--- config.mk ---
export PLATFORM = sky130hd
export DESIGN_NAME = pll_divider_word_encoder
export DESIGN_NICKNAME = d
export VERILOG_FILES = /design/src/hw/rtl/pdwe_pkg.sv /design/src/hw/rtl/pdwe_front.sv /design/src/hw/rtl/pdwe_queue.sv /design/src/hw/rtl/pdwe_back.sv /design/src/hw/rtl/pll_divider_word_encoder.sv
export VERILOG_INCLUDE_DIRS = /design/src /design/src/hw/rtl
export SDC_FILE = /design/constraint.sdc
export NUM_CORES = 2
export LEC_CHECK = 0
export BUFFER_PORTS_ARGS = -buffer_cell sky130_fd_sc_hd__buf_2
export CORE_MARGIN = 5
export CORE_UTILIZATION = 50
export CTS_CLUSTER_SIZE = 20
export DETAILED_ROUTE_END_ITERATION = 10
export GPL_TIMING_DRIVEN = 1
export PLACE_DENSITY = 0.65
export SLEW_MARGIN = 20
export SYNTH_ARGS = -nofsm -noshare
export SYNTH_HDL_FRONTEND = slang
export SYNTH_SLANG_ARGS = --single-unit
--- constraint.sdc ---
create_clock -name clock -period 37.4 [get_ports clock]
set_input_delay 1.87 -clock clock [delete_from_list [all_inputs] [get_ports clock]]
set_output_delay 1.87 -clock clock [all_outputs]
set_load 0.02 [all_outputs]
--- src/hw/rtl/assert_macros.svh ---
// ----------------------------------------------------------------------------
// Assertion macros
// Shared property wrappers for the divider word encoder. Each use is clocked,
// held off during reset and reports through $error.
// ----------------------------------------------------------------------------
`ifndef ASSERT_MACROS_SVH
`define ASSERT_MACROS_SVH

// Antecedent implies consequent in the same cycle.
`define PDWE_ASSERT_IMPL(label, clk, rst, ante, cons, msg) \
   label: assert property (@(posedge clk) disable iff (rst) (ante) |-> (cons)) \
      else $error(msg);

// Antecedent implies consequent in the following cycle.
`define PDWE_ASSERT_NEXT(label, clk, rst, ante, cons, msg) \
   label: assert property (@(posedge clk) disable iff (rst) (ante) |=> (cons)) \
      else $error(msg);

// Antecedent implies consequent a fixed number of cycles later.
`define PDWE_ASSERT_DELAY(label, clk, rst, ante, n, cons, msg) \
   label: assert property (@(posedge clk) disable iff (rst) (ante) |-> ##n (cons)) \
      else $error(msg);

`endif

--- src/hw/rtl/pdwe_pkg.sv ---
// ----------------------------------------------------------------------------
// Divider word encoder package
// Widths, frequency constants, division reciprocals, bit tables of the
// scrambled divider word, and the types shared between the modules.
// ----------------------------------------------------------------------------
package pdwe_pkg;

   // Widths of the datapath.
   localparam int FreqW      = 30;
   localparam int WordW      = 16;
   localparam int IndexW     = 2;
   localparam int QuotW      = 18;
   localparam int RemW       = 15;
   localparam int StepW      = 14;
   localparam int RecipW     = 32;
   localparam int RecipShift = 44;
   localparam int UpperSteps = 7;
   localparam int LowerSteps = 7;
   localparam int LowerW     = 7;

   // Register indexes of the configuration port.
   localparam logic [IndexW-1:0] RegRxFrequency = 2'd0;
   localparam logic [IndexW-1:0] RegTxFrequency = 2'd1;

   // Frequencies in hertz.
   localparam logic [FreqW-1:0] FreqReset   = 30'd145500000;
   localparam logic [FreqW-1:0] IfOffset    = 30'd21400000;
   localparam logic [FreqW-1:0] IfSplit     = 30'd100000000;
   localparam logic [FreqW-1:0] WideStepMin = 30'd110000000;

   // Channel steps.
   localparam logic [StepW-1:0] StepA = 14'd12500;
   localparam logic [StepW-1:0] StepB = 14'd10000;
   localparam logic [StepW-1:0] StepC = 14'd5000;

   // Scaled reciprocals: the quotient estimate is at most one too small.
   localparam logic [RecipW-1:0] RecipA = RecipW'((64'd1 << RecipShift) / 64'd12500);
   localparam logic [RecipW-1:0] RecipB = RecipW'((64'd1 << RecipShift) / 64'd10000);
   localparam logic [RecipW-1:0] RecipC = RecipW'((64'd1 << RecipShift) / 64'd5000);

   // Chain constants.
   localparam logic [RemW-1:0]   BaseOffset   = 15'd25600;
   localparam logic [LowerW-1:0] FineWeight   = 7'd100;
   localparam logic [WordW-1:0]  BitHalfStep  = 16'h1000;
   localparam logic [WordW-1:0]  BitFine      = 16'h0010;

   localparam logic [StepW-1:0] UpperWeight [UpperSteps] =
      '{14'd12800, 14'd6400, 14'd3200, 14'd1600, 14'd800, 14'd400, 14'd200};
   localparam logic [WordW-1:0] UpperBit [UpperSteps] =
      '{16'h2000, 16'h4000, 16'h8000, 16'h0100, 16'h0200, 16'h0400, 16'h0800};
   localparam logic [LowerW-1:0] LowerWeight [LowerSteps] =
      '{7'd64, 7'd32, 7'd16, 7'd8, 7'd4, 7'd2, 7'd1};
   localparam logic [WordW-1:0] LowerBit [LowerSteps] =
      '{16'h0020, 16'h0040, 16'h0080, 16'h0004, 16'h0008, 16'h0002, 16'h0001};

   // Queue status seen by the front and back parts.
   typedef struct packed {
      logic full;
      logic empty;
   } queue_status_type;

endpackage

--- src/hw/rtl/pdwe_front.sv ---
// ----------------------------------------------------------------------------
// Divider word encoder front part
// Holds the frequency registers, accepts requests and forms the working
// frequency, shifted by the intermediate frequency in receive mode.
// ----------------------------------------------------------------------------
module pdwe_front (
   input  logic                                clock,
   input  logic                                reset,
   input  logic                                start,
   output logic                                busy,
   input  logic                                req_receive_mode,
   input  logic                                csr_valid,
   output logic                                csr_ready,
   input  logic [pdwe_pkg::IndexW-1:0]         csr_index,
   input  logic [pdwe_pkg::FreqW-1:0]          csr_wdata,
   input  pdwe_pkg::queue_status_type          qstat,
   output logic                                push,
   output logic [pdwe_pkg::FreqW-1:0]          push_freq
);

   logic [pdwe_pkg::FreqW-1:0] rx_freq_ff;
   logic [pdwe_pkg::FreqW-1:0] tx_freq_ff;
   logic [pdwe_pkg::FreqW-1:0] rx_shifted;

   // Register writes are always taken; unknown indexes are dropped.
   assign csr_ready = 1'b1;

   always_ff @(posedge clock) begin
      if (reset) begin
         rx_freq_ff <= pdwe_pkg::FreqReset;
         tx_freq_ff <= pdwe_pkg::FreqReset;
      end else if (csr_valid && csr_ready) begin
         case (csr_index)
            pdwe_pkg::RegRxFrequency: rx_freq_ff <= csr_wdata;
            pdwe_pkg::RegTxFrequency: tx_freq_ff <= csr_wdata;
            default: ;
         endcase
      end
   end

   // The intermediate frequency is subtracted above the split and added below.
   always_comb begin
      if (rx_freq_ff > pdwe_pkg::IfSplit) begin
         rx_shifted = rx_freq_ff - pdwe_pkg::IfOffset;
      end else begin
         rx_shifted = rx_freq_ff + pdwe_pkg::IfOffset;
      end
   end

   // A request is taken whenever the queue has room.
   assign busy      = qstat.full;
   assign push      = start && !busy;
   assign push_freq = req_receive_mode ? rx_shifted : tx_freq_ff;

endmodule

--- src/hw/rtl/pdwe_queue.sv ---
// ----------------------------------------------------------------------------
// Divider word encoder queue
// A short first-in first-out buffer of working frequencies between the
// front and back parts.
// ----------------------------------------------------------------------------
`include "assert_macros.svh"

module pdwe_queue #(
   parameter int Depth = 2
) (
   input  logic                          clock,
   input  logic                          reset,
   input  logic                          push,
   input  logic [pdwe_pkg::FreqW-1:0]    push_freq,
   input  logic                          pop,
   output logic [pdwe_pkg::FreqW-1:0]    head_freq,
   output pdwe_pkg::queue_status_type    qstat
);

   localparam int PtrW   = (Depth > 1) ? $clog2(Depth) : 1;
   localparam int CountW = $clog2(Depth + 1);

   logic [pdwe_pkg::FreqW-1:0] slot_ff [Depth];
   logic [PtrW-1:0]            wr_ptr_ff;
   logic [PtrW-1:0]            wr_ptr_in;
   logic [PtrW-1:0]            rd_ptr_ff;
   logic [PtrW-1:0]            rd_ptr_in;
   logic [CountW-1:0]          count_ff;
   logic [CountW-1:0]          count_in;

   // Pointer and count updates.
   always_comb begin
      wr_ptr_in = wr_ptr_ff;
      rd_ptr_in = rd_ptr_ff;
      count_in  = count_ff;
      if (push) begin
         wr_ptr_in = (wr_ptr_ff == PtrW'(Depth - 1)) ? '0 : wr_ptr_ff + 1'b1;
      end
      if (pop) begin
         rd_ptr_in = (rd_ptr_ff == PtrW'(Depth - 1)) ? '0 : rd_ptr_ff + 1'b1;
      end
      case ({push, pop})
         2'b10:   count_in = count_ff + 1'b1;
         2'b01:   count_in = count_ff - 1'b1;
         default: count_in = count_ff;
      endcase
   end

   always_ff @(posedge clock) begin
      if (reset) begin
         wr_ptr_ff <= '0;
         rd_ptr_ff <= '0;
         count_ff  <= '0;
      end else begin
         wr_ptr_ff <= wr_ptr_in;
         rd_ptr_ff <= rd_ptr_in;
         count_ff  <= count_in;
      end
   end

   // Storage needs no reset.
   always_ff @(posedge clock) begin
      if (push) begin
         slot_ff[wr_ptr_ff] <= push_freq;
      end
   end

   assign head_freq   = slot_ff[rd_ptr_ff];
   assign qstat.full  = (count_ff == CountW'(Depth));
   assign qstat.empty = (count_ff == '0);

   `PDWE_ASSERT_IMPL(a_no_overflow, clock, reset, push, !qstat.full || pop, "queue overflow")
   `PDWE_ASSERT_IMPL(a_no_underflow, clock, reset, pop, !qstat.empty, "queue underflow")

endmodule

--- src/hw/rtl/pdwe_back.sv ---
// ----------------------------------------------------------------------------
// Divider word encoder back part
// Five-stage pipeline: reciprocal quotient estimates, remainders, step
// selection, then the compare-subtract chain in two halves.
// ----------------------------------------------------------------------------
`include "assert_macros.svh"

module pdwe_back (
   input  logic                          clock,
   input  logic                          reset,
   input  pdwe_pkg::queue_status_type    qstat,
   input  logic [pdwe_pkg::FreqW-1:0]    head_freq,
   output logic                          pop,
   output logic                          rsp_strobe,
   output logic [pdwe_pkg::WordW-1:0]    rsp_pll_word
);

   localparam int ProdW = pdwe_pkg::FreqW + pdwe_pkg::RecipW;

   // Stage one: quotient estimates.
   logic                        s1_valid_ff;
   logic [pdwe_pkg::FreqW-1:0]  s1_freq_ff;
   logic                        s1_wide_ff;
   logic [pdwe_pkg::QuotW-1:0]  s1_qa_ff;
   logic [pdwe_pkg::QuotW-1:0]  s1_qb_ff;
   logic [pdwe_pkg::QuotW-1:0]  s1_qc_ff;
   logic [ProdW-1:0]            prod_a;
   logic [ProdW-1:0]            prod_b;
   logic [ProdW-1:0]            prod_c;

   // Stage two: remainders.
   logic                        s2_valid_ff;
   logic [pdwe_pkg::FreqW-1:0]  s2_freq_ff;
   logic                        s2_wide_ff;
   logic [pdwe_pkg::QuotW-1:0]  s2_qa_ff;
   logic [pdwe_pkg::QuotW-1:0]  s2_qb_ff;
   logic [pdwe_pkg::QuotW-1:0]  s2_qc_ff;
   logic [pdwe_pkg::RemW-1:0]   s2_ra_ff;
   logic [pdwe_pkg::RemW-1:0]   s2_rb_ff;
   logic [pdwe_pkg::RemW-1:0]   s2_rc_ff;
   logic [pdwe_pkg::FreqW-1:0]  back_a;
   logic [pdwe_pkg::FreqW-1:0]  back_b;
   logic [pdwe_pkg::FreqW-1:0]  back_c;
   logic [pdwe_pkg::FreqW-1:0]  rem_a;
   logic [pdwe_pkg::FreqW-1:0]  rem_b;
   logic [pdwe_pkg::FreqW-1:0]  rem_c;

   // Stage three: chain input.
   logic                        s3_valid_ff;
   logic [pdwe_pkg::FreqW-1:0]  s3_value_ff;
   logic                        s3_half_ff;
   logic [pdwe_pkg::WordW-1:0]  s3_word_ff;
   logic [pdwe_pkg::FreqW-1:0]  s3_value_in;
   logic                        s3_half_in;
   logic [pdwe_pkg::WordW-1:0]  s3_word_in;
   logic                        hit_a;
   logic                        hit_b;
   logic                        hit_c;
   logic [pdwe_pkg::QuotW-1:0]  quot_a;
   logic [pdwe_pkg::QuotW-1:0]  quot_b;
   logic [pdwe_pkg::QuotW-1:0]  quot_c;

   // Stage four: offset and upper chain.
   logic                        s4_valid_ff;
   logic [pdwe_pkg::FreqW-1:0]  s4_value_ff;
   logic                        s4_half_ff;
   logic [pdwe_pkg::WordW-1:0]  s4_word_ff;
   logic [pdwe_pkg::FreqW-1:0]  s4_value_in;
   logic [pdwe_pkg::WordW-1:0]  s4_word_in;
   logic [pdwe_pkg::FreqW-1:0]  offset;

   // Stage five: fine bit and lower chain.
   logic                        rsp_strobe_ff;
   logic [pdwe_pkg::WordW-1:0]  rsp_word_ff;
   logic [pdwe_pkg::FreqW-1:0]  low_value;
   logic [pdwe_pkg::WordW-1:0]  rsp_word_in;

   // The back part never stalls, so the head is taken whenever present.
   assign pop = !qstat.empty;

   // Valid flags of the pipeline.
   always_ff @(posedge clock) begin
      if (reset) begin
         s1_valid_ff   <= 1'b0;
         s2_valid_ff   <= 1'b0;
         s3_valid_ff   <= 1'b0;
         s4_valid_ff   <= 1'b0;
         rsp_strobe_ff <= 1'b0;
      end else begin
         s1_valid_ff   <= pop;
         s2_valid_ff   <= s1_valid_ff;
         s3_valid_ff   <= s2_valid_ff;
         s4_valid_ff   <= s3_valid_ff;
         rsp_strobe_ff <= s4_valid_ff;
      end
   end

   // Quotient estimates by multiplication with scaled reciprocals.
   assign prod_a = ProdW'(head_freq) * ProdW'(pdwe_pkg::RecipA);
   assign prod_b = ProdW'(head_freq) * ProdW'(pdwe_pkg::RecipB);
   assign prod_c = ProdW'(head_freq) * ProdW'(pdwe_pkg::RecipC);

   always_ff @(posedge clock) begin
      s1_freq_ff <= head_freq;
      s1_wide_ff <= (head_freq > pdwe_pkg::WideStepMin);
      s1_qa_ff   <= prod_a[pdwe_pkg::RecipShift +: pdwe_pkg::QuotW];
      s1_qb_ff   <= prod_b[pdwe_pkg::RecipShift +: pdwe_pkg::QuotW];
      s1_qc_ff   <= prod_c[pdwe_pkg::RecipShift +: pdwe_pkg::QuotW];
   end

   // Remainders of the estimates; each lies below twice its step.
   assign back_a = pdwe_pkg::FreqW'(s1_qa_ff) * pdwe_pkg::FreqW'(pdwe_pkg::StepA);
   assign back_b = pdwe_pkg::FreqW'(s1_qb_ff) * pdwe_pkg::FreqW'(pdwe_pkg::StepB);
   assign back_c = pdwe_pkg::FreqW'(s1_qc_ff) * pdwe_pkg::FreqW'(pdwe_pkg::StepC);
   assign rem_a  = s1_freq_ff - back_a;
   assign rem_b  = s1_freq_ff - back_b;
   assign rem_c  = s1_freq_ff - back_c;

   always_ff @(posedge clock) begin
      s2_freq_ff <= s1_freq_ff;
      s2_wide_ff <= s1_wide_ff;
      s2_qa_ff   <= s1_qa_ff;
      s2_qb_ff   <= s1_qb_ff;
      s2_qc_ff   <= s1_qc_ff;
      s2_ra_ff   <= rem_a[pdwe_pkg::RemW-1:0];
      s2_rb_ff   <= rem_b[pdwe_pkg::RemW-1:0];
      s2_rc_ff   <= rem_c[pdwe_pkg::RemW-1:0];
   end

   // Correct the estimates and pick the channel step.
   always_comb begin
      hit_a  = (s2_ra_ff == '0) || (s2_ra_ff == pdwe_pkg::RemW'(pdwe_pkg::StepA));
      hit_b  = (s2_rb_ff == '0) || (s2_rb_ff == pdwe_pkg::RemW'(pdwe_pkg::StepB));
      hit_c  = (s2_rc_ff == '0) || (s2_rc_ff == pdwe_pkg::RemW'(pdwe_pkg::StepC));
      quot_a = s2_qa_ff + pdwe_pkg::QuotW'(s2_ra_ff >= pdwe_pkg::RemW'(pdwe_pkg::StepA));
      quot_b = s2_qb_ff + pdwe_pkg::QuotW'(s2_rb_ff >= pdwe_pkg::RemW'(pdwe_pkg::StepB));
      quot_c = s2_qc_ff + pdwe_pkg::QuotW'(s2_rc_ff >= pdwe_pkg::RemW'(pdwe_pkg::StepC));
      if (hit_a && s2_wide_ff) begin
         s3_value_in = pdwe_pkg::FreqW'(quot_a);
         s3_half_in  = 1'b0;
         s3_word_in  = '0;
      end else if (hit_b && s2_wide_ff) begin
         s3_value_in = pdwe_pkg::FreqW'(quot_b);
         s3_half_in  = 1'b0;
         s3_word_in  = pdwe_pkg::BitHalfStep;
      end else if (hit_c) begin
         s3_value_in = pdwe_pkg::FreqW'(quot_c);
         s3_half_in  = 1'b1;
         s3_word_in  = pdwe_pkg::BitHalfStep;
      end else begin
         s3_value_in = s2_freq_ff;
         s3_half_in  = 1'b0;
         s3_word_in  = '0;
      end
   end

   always_ff @(posedge clock) begin
      s3_value_ff <= s3_value_in;
      s3_half_ff  <= s3_half_in;
      s3_word_ff  <= s3_word_in;
   end

   // Offset removal and the upper weights, halved for the five kilohertz step.
   always_comb begin
      s4_value_in = s3_value_ff;
      s4_word_in  = s3_word_ff;
      offset      = pdwe_pkg::FreqW'(pdwe_pkg::BaseOffset >> s3_half_ff);
      if (s4_value_in >= offset) begin
         s4_value_in = s4_value_in - offset;
      end
      for (int i = 0; i < pdwe_pkg::UpperSteps; i++) begin
         if (s4_value_in >= pdwe_pkg::FreqW'(pdwe_pkg::UpperWeight[i] >> s3_half_ff)) begin
            s4_word_in  = s4_word_in | pdwe_pkg::UpperBit[i];
            s4_value_in = s4_value_in
                        - pdwe_pkg::FreqW'(pdwe_pkg::UpperWeight[i] >> s3_half_ff);
         end
      end
   end

   always_ff @(posedge clock) begin
      s4_value_ff <= s4_value_in;
      s4_half_ff  <= s3_half_ff;
      s4_word_ff  <= s4_word_in;
   end

   // Fine bit, always set on the half chain, then the lower weights.
   always_comb begin
      low_value   = s4_value_ff;
      rsp_word_in = s4_word_ff;
      if (s4_half_ff) begin
         rsp_word_in = rsp_word_in | pdwe_pkg::BitFine;
      end else if (low_value >= pdwe_pkg::FreqW'(pdwe_pkg::FineWeight)) begin
         rsp_word_in = rsp_word_in | pdwe_pkg::BitFine;
         low_value   = low_value - pdwe_pkg::FreqW'(pdwe_pkg::FineWeight);
      end
      for (int i = 0; i < pdwe_pkg::LowerSteps; i++) begin
         if (low_value >= pdwe_pkg::FreqW'(pdwe_pkg::LowerWeight[i])) begin
            rsp_word_in = rsp_word_in | pdwe_pkg::LowerBit[i];
            low_value   = low_value - pdwe_pkg::FreqW'(pdwe_pkg::LowerWeight[i]);
         end
      end
   end

   always_ff @(posedge clock) begin
      rsp_word_ff <= rsp_word_in;
   end

   assign rsp_strobe   = rsp_strobe_ff;
   assign rsp_pll_word = rsp_word_ff;

   `PDWE_ASSERT_IMPL(a_strobe_from_pop, clock, reset, rsp_strobe, $past(pop, 5), "word without request")

endmodule

--- src/hw/rtl/pll_divider_word_encoder.sv ---
// The word is strobed once the accepted request has passed the queue and the back pipeline stages.
// Throughput: one word per cycle, set by the five-stage back pipeline, which never stalls.
// busy reflects a full queue; as the back part drains a word every cycle it stays low.
// Reset (synchronous, active high) empties the queue and pipeline and sets both
// frequency registers to 145.5 MHz.
// ----------------------------------------------------------------------------
// Synthesizer divider word encoder
// Front part forms the working frequency, a short queue decouples it from the
// back pipeline that divides by the channel step and builds the divider word.
// ----------------------------------------------------------------------------
`include "assert_macros.svh"

module pll_divider_word_encoder #(
   parameter int QueueDepth = 2
) (
   input  logic                                clock,
   input  logic                                reset,
   input  logic                                start,
   output logic                                busy,
   input  logic                                req_receive_mode,
   output logic                                rsp_strobe,
   output logic [pdwe_pkg::WordW-1:0]          rsp_pll_word,
   input  logic                                csr_valid,
   output logic                                csr_ready,
   input  logic [pdwe_pkg::IndexW-1:0]         csr_index,
   input  logic [pdwe_pkg::FreqW-1:0]          csr_wdata
);

   localparam int Latency = 6;

   pdwe_pkg::queue_status_type  qstat;
   logic                        push;
   logic [pdwe_pkg::FreqW-1:0]  push_freq;
   logic                        pop;
   logic [pdwe_pkg::FreqW-1:0]  head_freq;

   // Request side and frequency registers.
   pdwe_front u_front (
      .clock            (clock),
      .reset            (reset),
      .start            (start),
      .busy             (busy),
      .req_receive_mode (req_receive_mode),
      .csr_valid        (csr_valid),
      .csr_ready        (csr_ready),
      .csr_index        (csr_index),
      .csr_wdata        (csr_wdata),
      .qstat            (qstat),
      .push             (push),
      .push_freq        (push_freq)
   );

   // Buffer of working frequencies.
   pdwe_queue #(
      .Depth (QueueDepth)
   ) u_queue (
      .clock     (clock),
      .reset     (reset),
      .push      (push),
      .push_freq (push_freq),
      .pop       (pop),
      .head_freq (head_freq),
      .qstat     (qstat)
   );

   // Division and word assembly.
   pdwe_back u_back (
      .clock        (clock),
      .reset        (reset),
      .qstat        (qstat),
      .head_freq    (head_freq),
      .pop          (pop),
      .rsp_strobe   (rsp_strobe),
      .rsp_pll_word (rsp_pll_word)
   );

   `PDWE_ASSERT_DELAY(a_fixed_latency, clock, reset, start && !busy, Latency, rsp_strobe, "word late or missing")

endmodule

==> results by group <==
Logic synthesis
  – Mapped Area: 0.0580 sq mm
  – Yosys reg bits: a little under 400
  – Largest area contributor in the netlist: fa_1
  – Synth warnings: 0
  – Main synth FF type: dfxtp_1
  – Yosys cell types: 126
  – Post-synth net total: between 7k and 8k
  – Fraction of registers with async set/reset: 0%
  – Mean area per synthesized cell: 9.37 sq um
  – Area contributors post-synth: fa_1, ha_1, dfxtp_1, inv_1, xnor2_1
  – Seq/Total Area, Yosys: approximately 14%
  – Number of synthesized flops with an enable pin: 60
  – Mapped Cells: 6,183
  – Synth top area share: about a quarter

Clocking
  – Clk Latency, worst-skew pair: between 0.6 and 0.7 ns
  – Post-CTS sizing: 0
  – Postcts setup bufs: 0
  – Root Driver: clkbuf_16
  – # clock sinks: between 300 and 400
  – Clock buffer depth: 3
  – H-tree depth: 2
  – Clock-pin slew on the worst setup and hold paths: roughly 0.06 ns
  – CTS tree: built
  – CTS Buf Count: 48
  – CTS hold repair buffers: 0

Setup path
  – Worst R2R Start: u_back.s3_half_ff$_SDFF_PP0_
  – WS Path Type: flip-flop to flip-flop
  – WP depth: ~80
  – Crit path launch type: flip-flop
  – CP top delay family: compound AO/OA/AOI/OAI gates
  – RR Endpoint: u_back.s4_value_ff[15]$_DFF_P_
  – CP endpoint kind: flip-flop
  – Setup slack, reg-to-reg: approximately 16 ns
  – Worst Path Arrival: 22.35 ns
  – Req. time, crit path: 37.92 ns
  – CP max FO: 21
  – CP bufs+invs: 9
  – Critical Path Source: u_back.s3_half_ff$_SDFF_PP0_
  – Slowest cell on the critical path: or4_1
  – FF-to-FF path depth: ~80
  – Crit path largest cell delay: between 0.5 and 0.6 ns
  – Worst Setup EP: u_back.s4_value_ff[15]$_DFF_P_

Job
  – Max_cap viols: 0

Floorplanning
  – Die area: 0.123 sq mm
  – Initial Utilization: roughly 50%
  – Row count: between 100 and 150
  – Boundary pin count: 56
  – Die H: roughly 350 um
  – Core footprint: 0.116 sq mm
  – Width of the die: around 350 um

Timing
  – Setup TNS: 0 ns
  – Hold Vio Cnt, Final: 0
  – Relative slew slack: ~25%
  – Achievable Freq: ~0.046 GHz
  – Tcrit/Tclk final: between 50% and 60%
  – Final setup violation count: 0
  – RSZ-0062 raised after global routing: no
  – Worst-Margin Slew: 1.12 ns
  – Clk_skew: around 0.058 ns
  – Fin crit period: 21.84 ns
  – Final Max Slew Viols: 0

Detailed routing
  – Initial DRC Count: ~2.8k
  – Overall routed net length: 162 mm
  – DRC viols: 0
  – TritonRoute pass-1 iters: 6
  – Vias/cell: between 5 and 6
  – Total number of vias: 44.1k
  – Number of nets with antenna violations after routing: 0
  – Wire per inst: just over 20 um

Outcome
  – Status: finished, final reports clean

Placed design
  – GPL Wtd Cong: between 0.9 and 1
  – Hpwl dp: 136 mm
  – I/O Buffers: 54

Global route
  – First-pass GRT wire length: 257 mm
  – Total GRT Usage: a little over a quarter
  – Initial antenna violation count: 1
  – Largest net degree at the start of global routing: 71
  – Number of global-route vias before repair: about 45k
  – Remaining global-route overflow: 0

Cells and area
  – Fin nets: around 8k
  – Fill cells: about 11k
  – Area grow syn2layout: 6.63%
  – Ratio of cells with drive above 1 in the final layout: around 6%

Min path
  – Hold Crit Class: flip-flop to flip-flop
==> sequential cells by signal, indices dropped and copies added, names as in the netlist, 2 cells and up, named ones only <==
register	flops
u_back.s4_value_ff	30
u_front.rx_freq_ff	30
u_front.tx_freq_ff	30
u_back.s2_qc_ff	17
u_back.s2_rb_ff	11
u_back.s1_qc_ff	17
u_back.s3_value_ff	30
u_queue.count_ff	2
u_back.s4_word_ff	8
u_back.s1_qa_ff	17
u_back.s2_ra_ff	13
u_back.s2_rc_ff	12
u_queue.slot_ff	60
u_back.rsp_pll_word	16
u_back.s1_freq_ff	30
u_back.s2_freq_ff	30
u_back.s2_qa_ff	17
==> worst register-to-register path: cells and delay by family (launching register included) <==
kind,cells,cell delay [ns]
compound gates,32,8.54
mux,4,1.09
buf+inv,9,1.85
fa+ha+maj,8,2.60
flops,1,0.30
simple gates,26,7.37
==> cells by family after synthesis <==
family	Yosys count	share of synthesized area, %
AO/OA/AOI/OAI	951	11.5
XOR/XNOR	356	5.42
adder cells (fa/ha/maj)	1630	44.8
buffers and inverters	1327	8.74
flip-flops	385	14.3
multiplexers	105	1.91
other	1	0.00647
AND/OR/NAND/NOR	1428	13.3
==> per-layer routing <==
metal | wire, um | vias up | global-route usage, %
li1 | - | 20914 | -
met1 | 69400 | 21698 | 35.1
met2 | 76800 | 1217 | 45.4
met3 | 8430 | 312 | 3.05
met4 | 7340 | 0 | 10.3
met5 | 0 | - | 0
==> worst min path at each step <==
stage | depth (start not counted) | from | to
after floorplan | 0 | u_back.s4_word_ff[10]$_SDFF_PN1_ | u_back.rsp_pll_word[10]$_DFF_P_
after global placement | 0 | u_back.s4_word_ff[12]$_DFF_P_ | u_back.rsp_pll_word[12]$_DFF_P_
after detailed placement | 0 | u_back.s4_word_ff[8]$_DFF_P_ | u_back.rsp_pll_word[8]$_DFF_P_
after CTS | 0 | u_back.s1_qc_ff[15]$_DFF_P_ | u_back.s2_qc_ff[15]$_DFF_P_
after global routing | 0 | u_back.s1_qc_ff[15]$_DFF_P_ | u_back.s2_qc_ff[15]$_DFF_P_
final | 0 | u_back.s1_qc_ff[15]$_DFF_P_ | u_back.s2_qc_ff[15]$_DFF_P_
==> cells in the mapped netlist (87+ instances only) <==
cell	instances
inv_1	1197
clkbuf_1	87
a21oi_1	221
nand3_1	119
ha_1	886
dfxtp_1	325
fa_1	744
xor2_1	130
xnor2_1	224
o21ai_0	145
nor2_1	254
nand2_1	362
a21o_1	108
nor3_1	135
==> cells in the final DEF, fill, tap and decap left out, types with 70 or more instances in the layout <==
cell type,synthesis,layout
xnor2_1,224,224
nor3_1,135,135
ha_1,886,886
a21o_1,108,108
inv_1,1197,1196
fa_1,744,744
nor2_1,254,253
o21ai_0,145,145
nand4_1,70,70
a21oi_1,221,221
nand2_1,362,362
dfxtp_1,325,324
nand3_1,119,119
xor2_1,130,130
==> final cells by class <==
class | count | area, sq um | share of cell area [%]
clock inverter | 34 | 412 | 0.666
sequential | 385 | 8310 | 13.4
tap | 1524 | 1910 | 3.09
antenna | 1 | 2.50 | 0.00405
inverter | 1205 | 4530 | 7.32
multi-input combinational | 4471 | 44600 | 72.2
clock buffer | 55 | 1270 | 2.05
timing repair buffer | 119 | 758 | 1.23
==> stage by stage <==
stage / cells / setup slack [ns] / area (sq um) / hold slack (ns) / util, %
finish: 7794 / 15.57 / 61800 / 0.318 / 53.5
global placement: 7704 / 16.21 / 60100 / 0.310 / 52.0
global route: 7793 / 13.92 / 61800 / 0.330 / 53.5
CTS: 7793 / 15.71 / 61800 / 0.318 / 53.5
detailed placement: 7704 / 15.79 / 60100 / 0.312 / 52.0
floorplan: 6183 / 18.74 / 58000 / 0.310 / -
Power is not shown: default switching activity piles up to over one toggle a cycle in this logic, so the estimate is an artifact.
